File: config.mk
export PLATFORM = sky130hd
export DESIGN_NAME = hvd_vec_cell
export DESIGN_NICKNAME = d
export VERILOG_FILES = /design/src/sv/hvd_pkg.sv /design/src/sv/hvd_vec_cell.sv
export SDC_FILE = /design/constraint.sdc
export NUM_CORES = 1
export LEC_CHECK = 0
export ABC_AREA = 1
export BUFFER_PORTS_ARGS = -buffer_cell sky130_fd_sc_hd__buf_4
export CORE_UTILIZATION = 45
export CTS_CLUSTER_SIZE = 40
export DETAILED_ROUTE_END_ITERATION = 12
export PLACE_DENSITY = 0.67
export SYNTH_ARGS = -nofsm -noshare
export SYNTH_HDL_FRONTEND = slang
export SYNTH_SLANG_ARGS = --single-unit
File: constraint.sdc
create_clock -name clk -period 4.3 [get_ports clk]
set_input_delay 0.86 -clock clk [delete_from_list [all_inputs] [get_ports clk]]
set_output_delay 0.86 -clock clk [all_outputs]
set_load 0.02 [all_outputs]
File: src/sv/hvd_pkg.sv
// shared constants, widths and arctangent table for the haversine distance block
`default_nettype none
package hvd_pkg;

  localparam int CORDIC_STAGES_DEF = 24;

  localparam int ANG_W = 32;
  localparam int XY_W  = 35;
  localparam int Z_W   = 34;
  localparam int Q31_W = 32;
  localparam int SQ_W  = 63;
  localparam int SQ_STEPS = 32;
  localparam int RT_W  = 32;
  localparam int VXY_W = 34;
  localparam int VZ_W  = 34;
  localparam int MAG_W = 39;

  localparam logic signed [XY_W-1:0] INV_GAIN = 35'sd2608131496;
  localparam logic signed [Q31_W-1:0] Q31_MAX = 32'sd2147483647;

  // reciprocal of 45 scaled by 2^45, rounded up
  localparam logic [39:0] RECIP_45 = 40'd781874935308;
  localparam logic [19:0] RECIP_LO = RECIP_45[19:0];
  localparam logic [19:0] RECIP_HI = RECIP_45[39:20];
  localparam int RECIP_SHIFT = 45;

  localparam logic [SQ_W-1:0] ONE_Q62 = {1'b1, 62'd0};
  localparam logic [VZ_W-1:0] QUARTER_TURN = 34'd1073741824;

  localparam longint unsigned PI_Q30 = 64'd3373259426;
  localparam longint unsigned RADIUS_KM = 64'd6371;
  localparam longint unsigned DIST_MULT = (2 * RADIUS_KM * PI_Q30 + 64'd4096) >> 13;
  // distance multiplier is 2^32 plus this low part
  localparam logic [29:0] DIST_MULT_LO = DIST_MULT[29:0];
  localparam logic [30:0] HALF_DIST = 31'((RADIUS_KM * PI_Q30 + 64'd8192) >> 14);

  // atan(2^-i) in binary angle units, 2^32 per turn
  function automatic logic [ANG_W-1:0] atan_val(input logic [4:0] idx);
    logic [ANG_W-1:0] v;
    unique case (idx)
      5'd0:  v = 32'd536870912;
      5'd1:  v = 32'd316933406;
      5'd2:  v = 32'd167458907;
      5'd3:  v = 32'd85004756;
      5'd4:  v = 32'd42667331;
      5'd5:  v = 32'd21354465;
      5'd6:  v = 32'd10679838;
      5'd7:  v = 32'd5340245;
      5'd8:  v = 32'd2670163;
      5'd9:  v = 32'd1335087;
      5'd10: v = 32'd667544;
      5'd11: v = 32'd333772;
      5'd12: v = 32'd166886;
      5'd13: v = 32'd83443;
      5'd14: v = 32'd41722;
      5'd15: v = 32'd20861;
      5'd16: v = 32'd10430;
      5'd17: v = 32'd5215;
      5'd18: v = 32'd2608;
      5'd19: v = 32'd1304;
      5'd20: v = 32'd652;
      5'd21: v = 32'd326;
      5'd22: v = 32'd163;
      5'd23: v = 32'd81;
      5'd24: v = 32'd41;
      5'd25: v = 32'd20;
      5'd26: v = 32'd10;
      5'd27: v = 32'd5;
      5'd28: v = 32'd3;
      5'd29: v = 32'd1;
      5'd30: v = 32'd1;
      5'd31: v = 32'd0;
    endcase
    return v;
  endfunction

endpackage
`default_nettype wire

File: src/sv/hvd_vec_cell.sv
// one vectoring-mode cordic stage for the arcsine
`default_nettype none
module hvd_vec_cell #(
  parameter int SHIFT = 0
) (
  input  logic                             clk,
  input  logic                             en,
  input  logic signed [hvd_pkg::VXY_W-1:0] x_i,
  input  logic signed [hvd_pkg::VXY_W-1:0] y_i,
  input  logic signed [hvd_pkg::VZ_W-1:0]  z_i,
  output logic signed [hvd_pkg::VXY_W-1:0] x_o,
  output logic signed [hvd_pkg::VXY_W-1:0] y_o,
  output logic signed [hvd_pkg::VZ_W-1:0]  z_o
);
  import hvd_pkg::*;

  localparam logic signed [VZ_W-1:0] ATAN = signed'(VZ_W'(atan_val(5'(SHIFT))));

  logic signed [VXY_W-1:0] x_r, y_r, x_nxt, y_nxt;
  logic signed [VZ_W-1:0]  z_r, z_nxt;
  logic                    y_pos;

  always_comb begin
    y_pos = !y_i[VXY_W-1] && (|y_i);
    if (y_pos) begin
      x_nxt = x_i + (y_i >>> SHIFT);
      y_nxt = y_i - (x_i >>> SHIFT);
      z_nxt = z_i + ATAN;
    end else begin
      x_nxt = x_i - (y_i >>> SHIFT);
      y_nxt = y_i + (x_i >>> SHIFT);
      z_nxt = z_i - ATAN;
    end
  end

  always_ff @(posedge clk) begin
    if (en) begin
      x_r <= x_nxt;
      y_r <= y_nxt;
      z_r <= z_nxt;
    end
  end

  assign x_o = x_r;
  assign y_o = y_r;
  assign z_o = z_r;

endmodule
`default_nettype wire

==> results.md <==
- Ys flop type: edfxtp_1
- CP top delay family: simple AND/OR/NAND/NOR gates
- CP max-delay cell: buf_4
- Worst EP required: ~4.4 ns
- Register area share after synthesis: between 20% and 30%
- Gpl congestion: 0.9550
- Clock transition at path regs: roughly 0.080 ns
- Cell accounting for the most synthesized area: edfxtp_1
- Nets: roughly 2000
- Tmin final: around 3.2 ns
- Crit path largest cell delay: 0.62 ns
- Dominant cells by area after synthesis: edfxtp_1, nand2_1, ha_1, inv_1, nand3_1
- Post-synth top area share: between 20% and 30%
- GRT overflow: 0
- Share of layout cells above drive strength 1: 13.72%
- Cell mode on critical path: buf_4
- Num rows: 55
- Num ports: roughly 210
- RSZ-0062 raised after global routing: false
- Mean post-synth cell area: ~6.7 um^2
- Crit path launch type: input port
- Final Hold Viols: 0
- Num CTS Buffers: 9
- Max-slew violation count: 0
- Setup TNS Final: 0 ns
- Count leader, synth: nand2_1
- Worst slew margin: 47.94%
- Critical path type: in -> reg
- Crit path depth: 8
- Area Overhead vs Synth: 19.04%
- Core Util, Final: between 50% and 60%
- Critical path endpoint: x_o[10]
- Die Ht: roughly 160 um
- CTS tree: done
- Worst Setup SP: y_i[26]
- CTS H-tree lvls: 3
- Cell area power density: around 300 mW/mm^2
- Syn Std Cell Area: around 0.011 mm^2
- HPWL after DPL: 32110 um
- Worst ir drop on vdd: between 200 and 250 uV
- Root Driver: clkbuf_16
- Final hold slack: about 0.67 ns
- Tot GR Track Use: a little under a third
- Detailed router's first-iteration violation count: ~1000
- Post-cts resize count: 0
- CTS max path bufs: 2
- First-pass GRT wire length: approximately 58000 um
- Die span in x: between 150 and 200 um
- Final std cells w/o fill: about 2100
- Core Area: ~0.023 mm^2
- Initial antenna violation count: 0
- Number of flops mapped to enable cells by yosys: between 100 and 150
- DR DRC count: 0
- Vias per inst: 5.477
- Routed wire length: about 39000 um
- Fmax: between 300 and 400 MHz
- Clock Sinks: between 100 and 150
- Netlist cell types: 32
- Arrival time worst endpoint: around 3.3 ns
- CTS Hold Buffers Added: 0
- CP cell instances: buf_4, nor4_1, nand3_1, nor2_1, nor2_4, inv_2, buf_4, o21ai_0
- Postcts setup bufs: 0
- Final setup viols: 0
- Cells after Synth: 1582
- Vias in the first global route: between 10000 and 15000
- Hold WC Path Type: in -> reg
- Port buffer count: ~210
- DRT Pass-1 Iters: 6
- Synth cell count leaders: nand2_1, inv_1, nand3_1, nor2_1, a21oi_1
- Syn Nets: around 1800
- Crit end category: register
- Largest net degree at the start of global routing: 69
- Die area: approximately 0.024 mm^2
- Initial Util: between 40% and 50%
- Final ANT Viol Nets: 0
- Post-Place Cells: about 2100
- Synth warnings: 0
- Flops & latches, synth: roughly 100
- Final Cycle Share: about three quarters
- Vias: 11380
- Worst slew pin tran: roughly 0.78 ns
- Critical path peak fanout: 65
- P_leak: ~6.4 nW
- CP bufs+invs: 3
- Ys async rst share: 0%
- Avg WL per Cell: around 19 um
- MaxCap Viol Count: 0
- Status: finished clean
==> metal layers <==
layer / wire (um) / GRT usage (%) / share of wire, %
met1: 17130 / 45.77 / 44
met2: 16280 / 49.21 / 42
met3: 4210 / 5.487 / 11
met4: 958 / 9.384 / 2.5
met5: 0 / 0 / 0
==> per-stage QoR <==
stage | area (um^2) | setup WS (ns) | power, mW
3_5_place_dp | 12280 | 0.8196 | 2.867
2_1_floorplan | 10580 | 1.460 | 2.257
3_3_place_gp | 12280 | 0.8421 | 2.855
4_1_cts | 12590 | 1.208 | 3.720
6_report | 12590 | 1.137 | 3.746
5_1_grt | 12590 | 1.077 | 3.928
==> how the worst min path moves through the flow <==
stage | startpoint | to | slack, ns | depth (start not counted)
detailed placement | z_i[0] | z_o[0] | 1.04 | 1
global placement | z_i[17] | z_o[17] | 1.04 | 1
finish | z_i[0] | z_o[0] | 0.67 | 1
CTS | z_i[17] | z_o[17] | 0.66 | 1
floorplan | z_i[0] | z_o[0] | 0.96 | 0
global route | z_i[12] | z_o[12] | 0.65 | 1
==> flip-flops by register name, summed over array words and instances, names as in the netlist <==
| signal | count |
|---|---|
| z_o | 34 |
| x_o | 33 |
| y_o | 34 |
==> layout make-up <==
cell class	count	area [um^2]
Fill cell	2318	10250
Multi-Input combinational cell	1194	6371
Sequential cell	101	3033
Timing Repair Buffer	210	1577
Inverter	243	912.1
Tap cell	313	391.6
Clock buffer	9	225.2
Clock inverter	7	80.08
Antenna cell	1	2.502
==> placed cells by master, fill, tap and decap left out, drive strengths merged, types with 2 or more instances in the layout <==
master / n
nor3: 19
nand4: 23
fa: 4
nand3: 151
nor4: 6
o21a: 3
nand3b: 2
a21boi: 3
ha: 103
buf: 210
nand2: 459
a31oi: 2
a21oi: 115
o21bai: 16
clkinv: 3
o21ai: 100
and2: 2
inv: 246
o211ai: 2
nor2: 141
edfxtp: 101
xor2: 41
clkbuf: 9
==> cells by family (layout without fill, tap and decap cells) <==
logic type / count (synthesis) / count (layout) / share of synthesized area, %
flip-flops: 101 / 101 / 28.67
AO/OA/AOI/OAI: 242 / 242 / 12.10
adder cells (fa/ha/maj): 107 / 107 / 12.94
other: 0 / 1 / 0
XOR/XNOR: 42 / 42 / 3.478
AND/OR/NAND/NOR: 803 / 803 / 31.67
buffers and inverters: 287 / 469 / 11.14
==> power breakdown <==
part	switching [mW]	internal [mW]
Combinational	1.05	0.536
Sequential	0.0551	1.24
Clock	0.449	0.415
Total	1.55	2.19
Power figures use the tool's default switching activity.
