### config.mk
export PLATFORM = sky130hd
export DESIGN_NAME = hvd_rot_cell
export DESIGN_NICKNAME = d
export VERILOG_FILES = /design/src/sv/hvd_pkg.sv /design/src/sv/hvd_rot_cell.sv
export SDC_FILE = /design/constraint.sdc
export NUM_CORES = 1
export LEC_CHECK = 0
export BUFFER_PORTS_ARGS = -buffer_cell sky130_fd_sc_hd__buf_2
export CAP_MARGIN = 20
export CELL_PAD_IN_SITES_DETAIL_PLACEMENT = 0
export CELL_PAD_IN_SITES_GLOBAL_PLACEMENT = 1
export CORE_MARGIN = 2
export CORE_UTILIZATION = 30
export DETAILED_ROUTE_END_ITERATION = 10
export PLACE_DENSITY_LB_ADDON = 0.12
export SLEW_MARGIN = 20
export SYNTH_ARGS = -nofsm -noshare
export SYNTH_HDL_FRONTEND = slang
export SYNTH_SLANG_ARGS = --single-unit
### constraint.sdc
create_clock -name clk -period 4.85 [get_ports clk]
set_input_delay 0.2425 -clock clk [delete_from_list [all_inputs] [get_ports clk]]
set_output_delay 0.2425 -clock clk [all_outputs]
set_load 0.02 [all_outputs]
### src/sv/hvd_pkg.sv
// shared constants, widths and arctangent table for the haversine distance block
`default_nettype none
package hvd_pkg;

  localparam int CORDIC_STAGES_DEF = 24;

  localparam int ANG_W = 32;
  localparam int XY_W  = 35;
  localparam int Z_W   = 34;
  localparam int Q31_W = 32;
  localparam int SQ_W  = 63;
  localparam int SQ_STEPS = 32;
  localparam int RT_W  = 32;
  localparam int VXY_W = 34;
  localparam int VZ_W  = 34;
  localparam int MAG_W = 39;

  localparam logic signed [XY_W-1:0] INV_GAIN = 35'sd2608131496;
  localparam logic signed [Q31_W-1:0] Q31_MAX = 32'sd2147483647;

  // reciprocal of 45 scaled by 2^45, rounded up
  localparam logic [39:0] RECIP_45 = 40'd781874935308;
  localparam logic [19:0] RECIP_LO = RECIP_45[19:0];
  localparam logic [19:0] RECIP_HI = RECIP_45[39:20];
  localparam int RECIP_SHIFT = 45;

  localparam logic [SQ_W-1:0] ONE_Q62 = {1'b1, 62'd0};
  localparam logic [VZ_W-1:0] QUARTER_TURN = 34'd1073741824;

  localparam longint unsigned PI_Q30 = 64'd3373259426;
  localparam longint unsigned RADIUS_KM = 64'd6371;
  localparam longint unsigned DIST_MULT = (2 * RADIUS_KM * PI_Q30 + 64'd4096) >> 13;
  // distance multiplier is 2^32 plus this low part
  localparam logic [29:0] DIST_MULT_LO = DIST_MULT[29:0];
  localparam logic [30:0] HALF_DIST = 31'((RADIUS_KM * PI_Q30 + 64'd8192) >> 14);

  // atan(2^-i) in binary angle units, 2^32 per turn
  function automatic logic [ANG_W-1:0] atan_val(input logic [4:0] idx);
    logic [ANG_W-1:0] v;
    unique case (idx)
      5'd0:  v = 32'd536870912;
      5'd1:  v = 32'd316933406;
      5'd2:  v = 32'd167458907;
      5'd3:  v = 32'd85004756;
      5'd4:  v = 32'd42667331;
      5'd5:  v = 32'd21354465;
      5'd6:  v = 32'd10679838;
      5'd7:  v = 32'd5340245;
      5'd8:  v = 32'd2670163;
      5'd9:  v = 32'd1335087;
      5'd10: v = 32'd667544;
      5'd11: v = 32'd333772;
      5'd12: v = 32'd166886;
      5'd13: v = 32'd83443;
      5'd14: v = 32'd41722;
      5'd15: v = 32'd20861;
      5'd16: v = 32'd10430;
      5'd17: v = 32'd5215;
      5'd18: v = 32'd2608;
      5'd19: v = 32'd1304;
      5'd20: v = 32'd652;
      5'd21: v = 32'd326;
      5'd22: v = 32'd163;
      5'd23: v = 32'd81;
      5'd24: v = 32'd41;
      5'd25: v = 32'd20;
      5'd26: v = 32'd10;
      5'd27: v = 32'd5;
      5'd28: v = 32'd3;
      5'd29: v = 32'd1;
      5'd30: v = 32'd1;
      5'd31: v = 32'd0;
    endcase
    return v;
  endfunction

endpackage
`default_nettype wire

### src/sv/hvd_rot_cell.sv
// one rotation-mode cordic stage for sine and cosine
`default_nettype none
module hvd_rot_cell #(
  parameter int SHIFT = 0
) (
  input  logic                             clk,
  input  logic                             en,
  input  logic signed [hvd_pkg::XY_W-1:0]  x_i,
  input  logic signed [hvd_pkg::XY_W-1:0]  y_i,
  input  logic signed [hvd_pkg::Z_W-1:0]   z_i,
  input  logic                             flip_i,
  output logic signed [hvd_pkg::XY_W-1:0]  x_o,
  output logic signed [hvd_pkg::XY_W-1:0]  y_o,
  output logic signed [hvd_pkg::Z_W-1:0]   z_o,
  output logic                             flip_o
);
  import hvd_pkg::*;

  localparam logic signed [Z_W-1:0] ATAN = signed'(Z_W'(atan_val(5'(SHIFT))));

  logic signed [XY_W-1:0] x_r, y_r, x_nxt, y_nxt;
  logic signed [Z_W-1:0]  z_r, z_nxt;
  logic                   flip_r;

  always_comb begin
    if (!z_i[Z_W-1]) begin
      x_nxt = x_i - (y_i >>> SHIFT);
      y_nxt = y_i + (x_i >>> SHIFT);
      z_nxt = z_i - ATAN;
    end else begin
      x_nxt = x_i + (y_i >>> SHIFT);
      y_nxt = y_i - (x_i >>> SHIFT);
      z_nxt = z_i + ATAN;
    end
  end

  always_ff @(posedge clk) begin
    if (en) begin
      x_r    <= x_nxt;
      y_r    <= y_nxt;
      z_r    <= z_nxt;
      flip_r <= flip_i;
    end
  end

  assign x_o    = x_r;
  assign y_o    = y_r;
  assign z_o    = z_r;
  assign flip_o = flip_r;

endmodule
`default_nettype wire

==> flow_summary.toml, run 1 <==
[outcome]
status = "finished, final reports clean"

[worst_setup_path]
cp_slowest_stage_delay_ns = 0.65
critical_path.slowest_cell = "a2111oi_0"
path_class = "in -> reg"
start_kind = "input port"
crit_path_end_kind = "flip-flop"
arrival_ns = 3.60
crit_chain = "buf_2 > inv_1 > ha_1 > inv_1 > nor4_1 > o21a_1 > a31o_2 > o211ai_1 > a2111oi_0 > o21ai_0 > a22o_1 > xor2_1"
crit_top_cell = "inv_1"
path_max_fanout = 15
worstPathRequired_ns = 4.96

[clock_tree]
htreeDepth = 3
cts_buffers = 9
cts_max_path_buffers = 2
clock-root-buffer = "clkbuf_16"
cts_sinks = 104
clkTransAtPathRegs_ns = 0.08
cts_tree = "done"
cts_resized = 0
cts_hold_buffers = 0
postCtsSetupBuffers = 0

[power_and_ir_drop]
leakagePower_nw = 4.974
irDropWorstVdd_mv = 0.1622
power_mw = 3.291
power_density_nw_per_um2 = 296.4

[synthesis]
synthArstFlopShare = 0
synth.most_common_cell = "a21oi_1"
syn_area_per_cell_um2 = 8.883
synth_cells = 1052
synth_edf_count = 104
synth_area_leader_cell = "edfxtp_1"
synthTopCellsByArea = "edfxtp_1 (33%), ha_1 (14%), a21oi_1 (6.4%)"
synth_nets = 1270
synth.ff_latch_count = 104
synthDistinctLibCells = 72
ys.flop_type = "edfxtp_1"
yosys_warnings = 0
ys_seq_area_frac = 0.3342
synth_top_cells_by_count = "a21oi_1 (119), ha_1 (107), edfxtp_1 (104), inv_1 (103), nor2_1 (89)"
synth_top_area_share = 0.3342
synthesis.area_um2 = 9345

[drt]
avgViaCountPerCell = 5.196
firstDrtPassIters = 5
drtIter0Drc = 511
ant_nets = 0
vias = 8495
finalWirelength_um = 31880
wire_per_inst_um = 19.50
route.detailed.drc = 0

[global_route]
grt_antenna_before_repair = 0
global_route.usage.total = 0.1926
grt_max_degree = 70
grt_pass1_wl_um = 49450
grt_pass1_vias = 8418
grt.overflow.total = 0

[timing]
fmax_ghz = 0.2864
finalCritPeriodShare = 0.7199
drv_slew = 0
worstMarginPinSlew_ns = 0.9648
fin_crit_ns = 3.491
finalSetupViolCount = 0
hold_viol = 0
rsz0062_at_grt = "false"
setup_tns_ns = 0
relSlewSlack = 0.3568

[final_layout]
fillers = 3239
n_antenna_cell = 0
multi_input_area_um2 = 5615
register_area_um2 = 3123
area_delta_synth_final_pct = 18.80
final_nets = 1452
drive_above_1_share = 0.1985

[floorplan]
start_util = 0.3047
die_h_um = 180.5
fp.dieW_um = 180.5
die_area_um2 = 32580
coreArea_um2 = 30670
ios = 212
rows = 64

[hold_path]
hold_class = "in -> reg"

[placed_design]
finalWeightedCongestion = 0.8574
hpwlAfterDp_um = 24910
port_buffers = 211

[flow_run]
max_cap_violations = 0
## cells in the final DEF, fill, tap and decap left out, drive strengths merged, types with 14 or more instances in the layout
cell / netlist / layout
a21o: 33 / 33
nor3: 19 / 19
buf: 13 / 218
inv: 103 / 105
nor2: 89 / 89
a21oi: 119 / 119
mux2i: 15 / 15
o21ai: 74 / 74
ha: 107 / 107
edfxtp: 104 / 104
nor2b: 14 / 14
nand3: 15 / 15
o21bai: 22 / 22
nand2: 39 / 39
xnor2: 57 / 57
a31oi: 15 / 15
## power by group
part	leakage (nW)	internal (mW)	total, mW	switching (mW)
sequential	1.02	1.16	1.20	0.0375
combinational	3.79	0.433	1.24	0.804
clock	0.162	0.466	0.857	0.390
## worst paths after layout
kind                  startpoint       to  depth (start not counted)
worst max-delay path     x_i[19]  x_o[34]                         12
worst min-delay path     z_i[18]  z_o[18]                          1
## state kept, by name, summed over array words and instances (netlist names)
signal and flops:
x_o 35, y_o 34, z_o 34, flip_o 1
## critical path, delay by kind of cell
kind | cells | cell delay [ns]
compound gates | 6 | 1.62
simple gates | 1 | 0.63
fa+ha+maj | 1 | 0.61
buf+inv | 3 | 0.36
xor+xnor | 1 | 0.14
## cell families after synthesis
family	Yosys count	share of synthesized area
compound gates	361	0.2485
simple gates	234	0.1198
buf+inv	158	0.06493
fa+ha+maj	111	0.1518
flops	104	0.3342
xor+xnor	69	0.06467
mux	15	0.01607
## cell type report
cell class	count	share of cell area
Inverter	111	0.03753
Clock buffer	9	0.02029
Clock inverter	7	0.01037
Tap cell	396	0.04463
Multi-Input combinational cell	790	0.5058
Sequential cell	104	0.2813
Timing Repair Buffer	218	0.1001
## stage by stage
stage	std cells	setup WS [ns]	hold WS [ns]	utilization	cell area, um2
3_5_place_dp	1619	0.9865	0.4206	0.3509	10760
3_3_place_gp	1619	1.007	0.4188	0.3509	10760
5_1_grt	1635	1.057	0.02943	0.3620	11100
4_1_cts	1635	1.359	0.03053	0.3620	11100
2_1_floorplan	1052	1.879	0.3414	-	9345
6_report	1635	1.359	0.05065	0.3620	11100
## per-layer routing
layer  GRT usage  wire (um)  vias up
li1            -          -     4154
met1      0.2766      15610     4036
met2      0.3035      14160      268
met3     0.02930       1578       37
met4     0.04548        520        0
met5           0          0        -
No activity file was read; power rests on OpenSTA's default activity.
==> run 2, diff against run 1 <==
- ABC_AREA: unset -> 1
- clock period: 4.85 -> 3.37 ns (I/O delays scaled with it)
==> flow_summary.toml, run 2 <==
[synthesis]
synth_area_leader_cell = "edfxtp_1"
synth.ff_latch_count = 104
syn_area_per_cell_um2 = 6.855
synth_cells = 1597
synth_top_area_share = 0.2853
synthesis.area_um2 = 10950
ys_seq_area_frac = 0.2853
synthDistinctLibCells = 41
synth_edf_count = 104
synth_top_cells_by_count = "nand2_1 (412), inv_1 (225), nand3_1 (150), nor2_1 (133), a21oi_1 (125)"
synth.most_common_cell = "nand2_1"
synth_nets = 1815
yosys_warnings = 0
ys.flop_type = "edfxtp_1"
synthTopCellsByArea = "edfxtp_1 (29%), nand2_1 (14%), ha_1 (12%)"
synthArstFlopShare = 0

[global_route]
grt_antenna_before_repair = 0
grt.overflow.total = 0
grt_pass1_vias = 10967
grt_pass1_wl_um = 65290
global_route.usage.total = 0.2294
grt_max_degree = 105

[timing]
setup_tns_ns = 0
finalSetupViolCount = 0
fmax_ghz = 0.3879
rsz0062_at_grt = "false"
hold_viol = 0
fin_crit_ns = 2.578
worstMarginPinSlew_ns = 0.8578
setup_ws_ns = 0.7922
finalCritPeriodShare = 0.7649
relSlewSlack = 0.4282
drv_slew = 0

[drt]
vias = 11186
route.detailed.drc = 0
avgViaCountPerCell = 4.898
dr.max_layer_used = "met4"
wl_met1_um = 21530
route.met3.wl_um = 2221
drtIter0Drc = 817
finalWirelength_um = 43930
dr_wl_met2_um = 19400
firstDrtPassIters = 5
wire_per_inst_um = 19.23
ant_nets = 0

[hold_path]
hold_class = "in -> reg"
holdPathStages = 2

[worst_setup_path]
critical_path.slowest_cell = "ha_1"
path_class = "in -> reg"
crit_chain = "buf_2 > inv_1 > ha_1 > inv_1 > a21oi_1 > nand3_1 > nand4_1 > nand2_1 > nand2_1 > nand3_1 > nand3_1 > nand2_1"
start_kind = "input port"
crit_family = "simple AND/OR/NAND/NOR gates"
arrival_ns = 2.71
cp_slowest_stage_delay_ns = 0.58
crit_path_end_kind = "flip-flop"
worstPathRequired_ns = 3.51
path_max_fanout = 13
path_buf_inv = 3
crit_cells = 12

[clock_tree]
cts_max_path_buffers = 2
clock-root-buffer = "clkbuf_16"
cts_resized = 0
htreeDepth = 3
cts_buffers = 9
clkTransAtPathRegs_ns = 0.07
cts_tree = "done"
cts_sinks = 104
postCtsSetupBuffers = 0

[placed_design]
hpwlAfterDp_um = 36780
port_buffers = 211
dp_slack_ns = 0.5159
finalWeightedCongestion = 0.9120

[power_and_ir_drop]
p_clk_frac = 0.221
pwr-share-comb = 0.432
internal_power_mw = 2.761
power_density_nw_per_um2 = 370.2
p_seq_frac = 0.347
leakagePower_nw = 6.388
p_sw_mw = 2.042
irDropWorstVdd_mv = 0.2705
netSwitchingFraction = 0.4251

[final_layout]
most-common-layout-cells = "nand2_1 (412), inv_1 (225), buf_2 (210)"
final_nets = 2037
largest_reg_flops = 35
area_delta_synth_final_pct = 18.49
n_antenna_cell = 0
mostFrequentLayoutCell = "nand2_1"
drive_above_1_share = 0.1755

[floorplan]
die_h_um = 195.0
ios = 212
rows = 69
fp.dieW_um = 195.0
coreArea_um2 = 35740
die_area_um2 = 38030
start_util = 0.3063

[outcome]
status = "finished, final reports clean"

[flow_run]
max_cap_violations = 0
[run 2: cells by family (layout without fill, tap and decap cells)]
group,Yosys count,after routing,synth area share
AO/OA/AOI/OAI,287,287,0.1438
flip-flops,104,104,0.2853
AND/OR/NAND/NOR,783,783,0.3104
buffers and inverters,288,514,0.1117
adder cells (fa/ha/maj),111,111,0.1296
XOR/XNOR,24,24,0.01920
[run 2: metal layers]
metal,vias up,global-route usage
met5,-,0
met4,0,0.05881
met3,29,0.03126
met2,325,0.3683
met1,5183,0.3241
li1,5649,-
[run 2: power by group through the flow]
stage	Clock [mW]	Sequential [mW]	Combinational [mW]
5_1_grt	1.14	1.68	2.27
4_1_cts	1.10	1.67	2.07
3_3_place_gp	0	1.70	2.04
3_5_place_dp	0	1.70	2.03
2_1_floorplan	0	1.91	1.08
6_report	1.06	1.67	2.07
[run 2: cell type report]
cell class	instances	area (um2)
tap	461	576.8
fill	3976	22770
timing repair buffer	257	1491
clock inverter	5	41.29
clock buffer	10	229.0
sequential	104	3123
inverter	242	908.4
multi-input combinational	1205	6601
[run 2: worst paths after layout]
check / start / end / slack [ns]
worst max-delay path: x_i[5] / x_o[30] / 0.79
worst min-delay path: z_i[29] / z_o[29] / 0.06
[run 2: stage by stage]
step	area, um2	std cells	util	total power, mW	hold WS, ns
after CTS	12970	2284	0.3629	4.834	0.04796
final	12970	2284	0.3629	4.802	0.06145
after global routing	12970	2284	0.3629	5.096	0.05961
after global placement	12400	2239	0.3470	3.736	0.3456
after floorplan	10950	1597	-	2.993	0.2674
after detailed placement	12400	2239	0.3470	3.726	0.3469
[run 2: timing repair]
item	CTS	global route
hold endpoints to repair	30	0
setup endpoints to repair	0	0
hold buffers	30	0
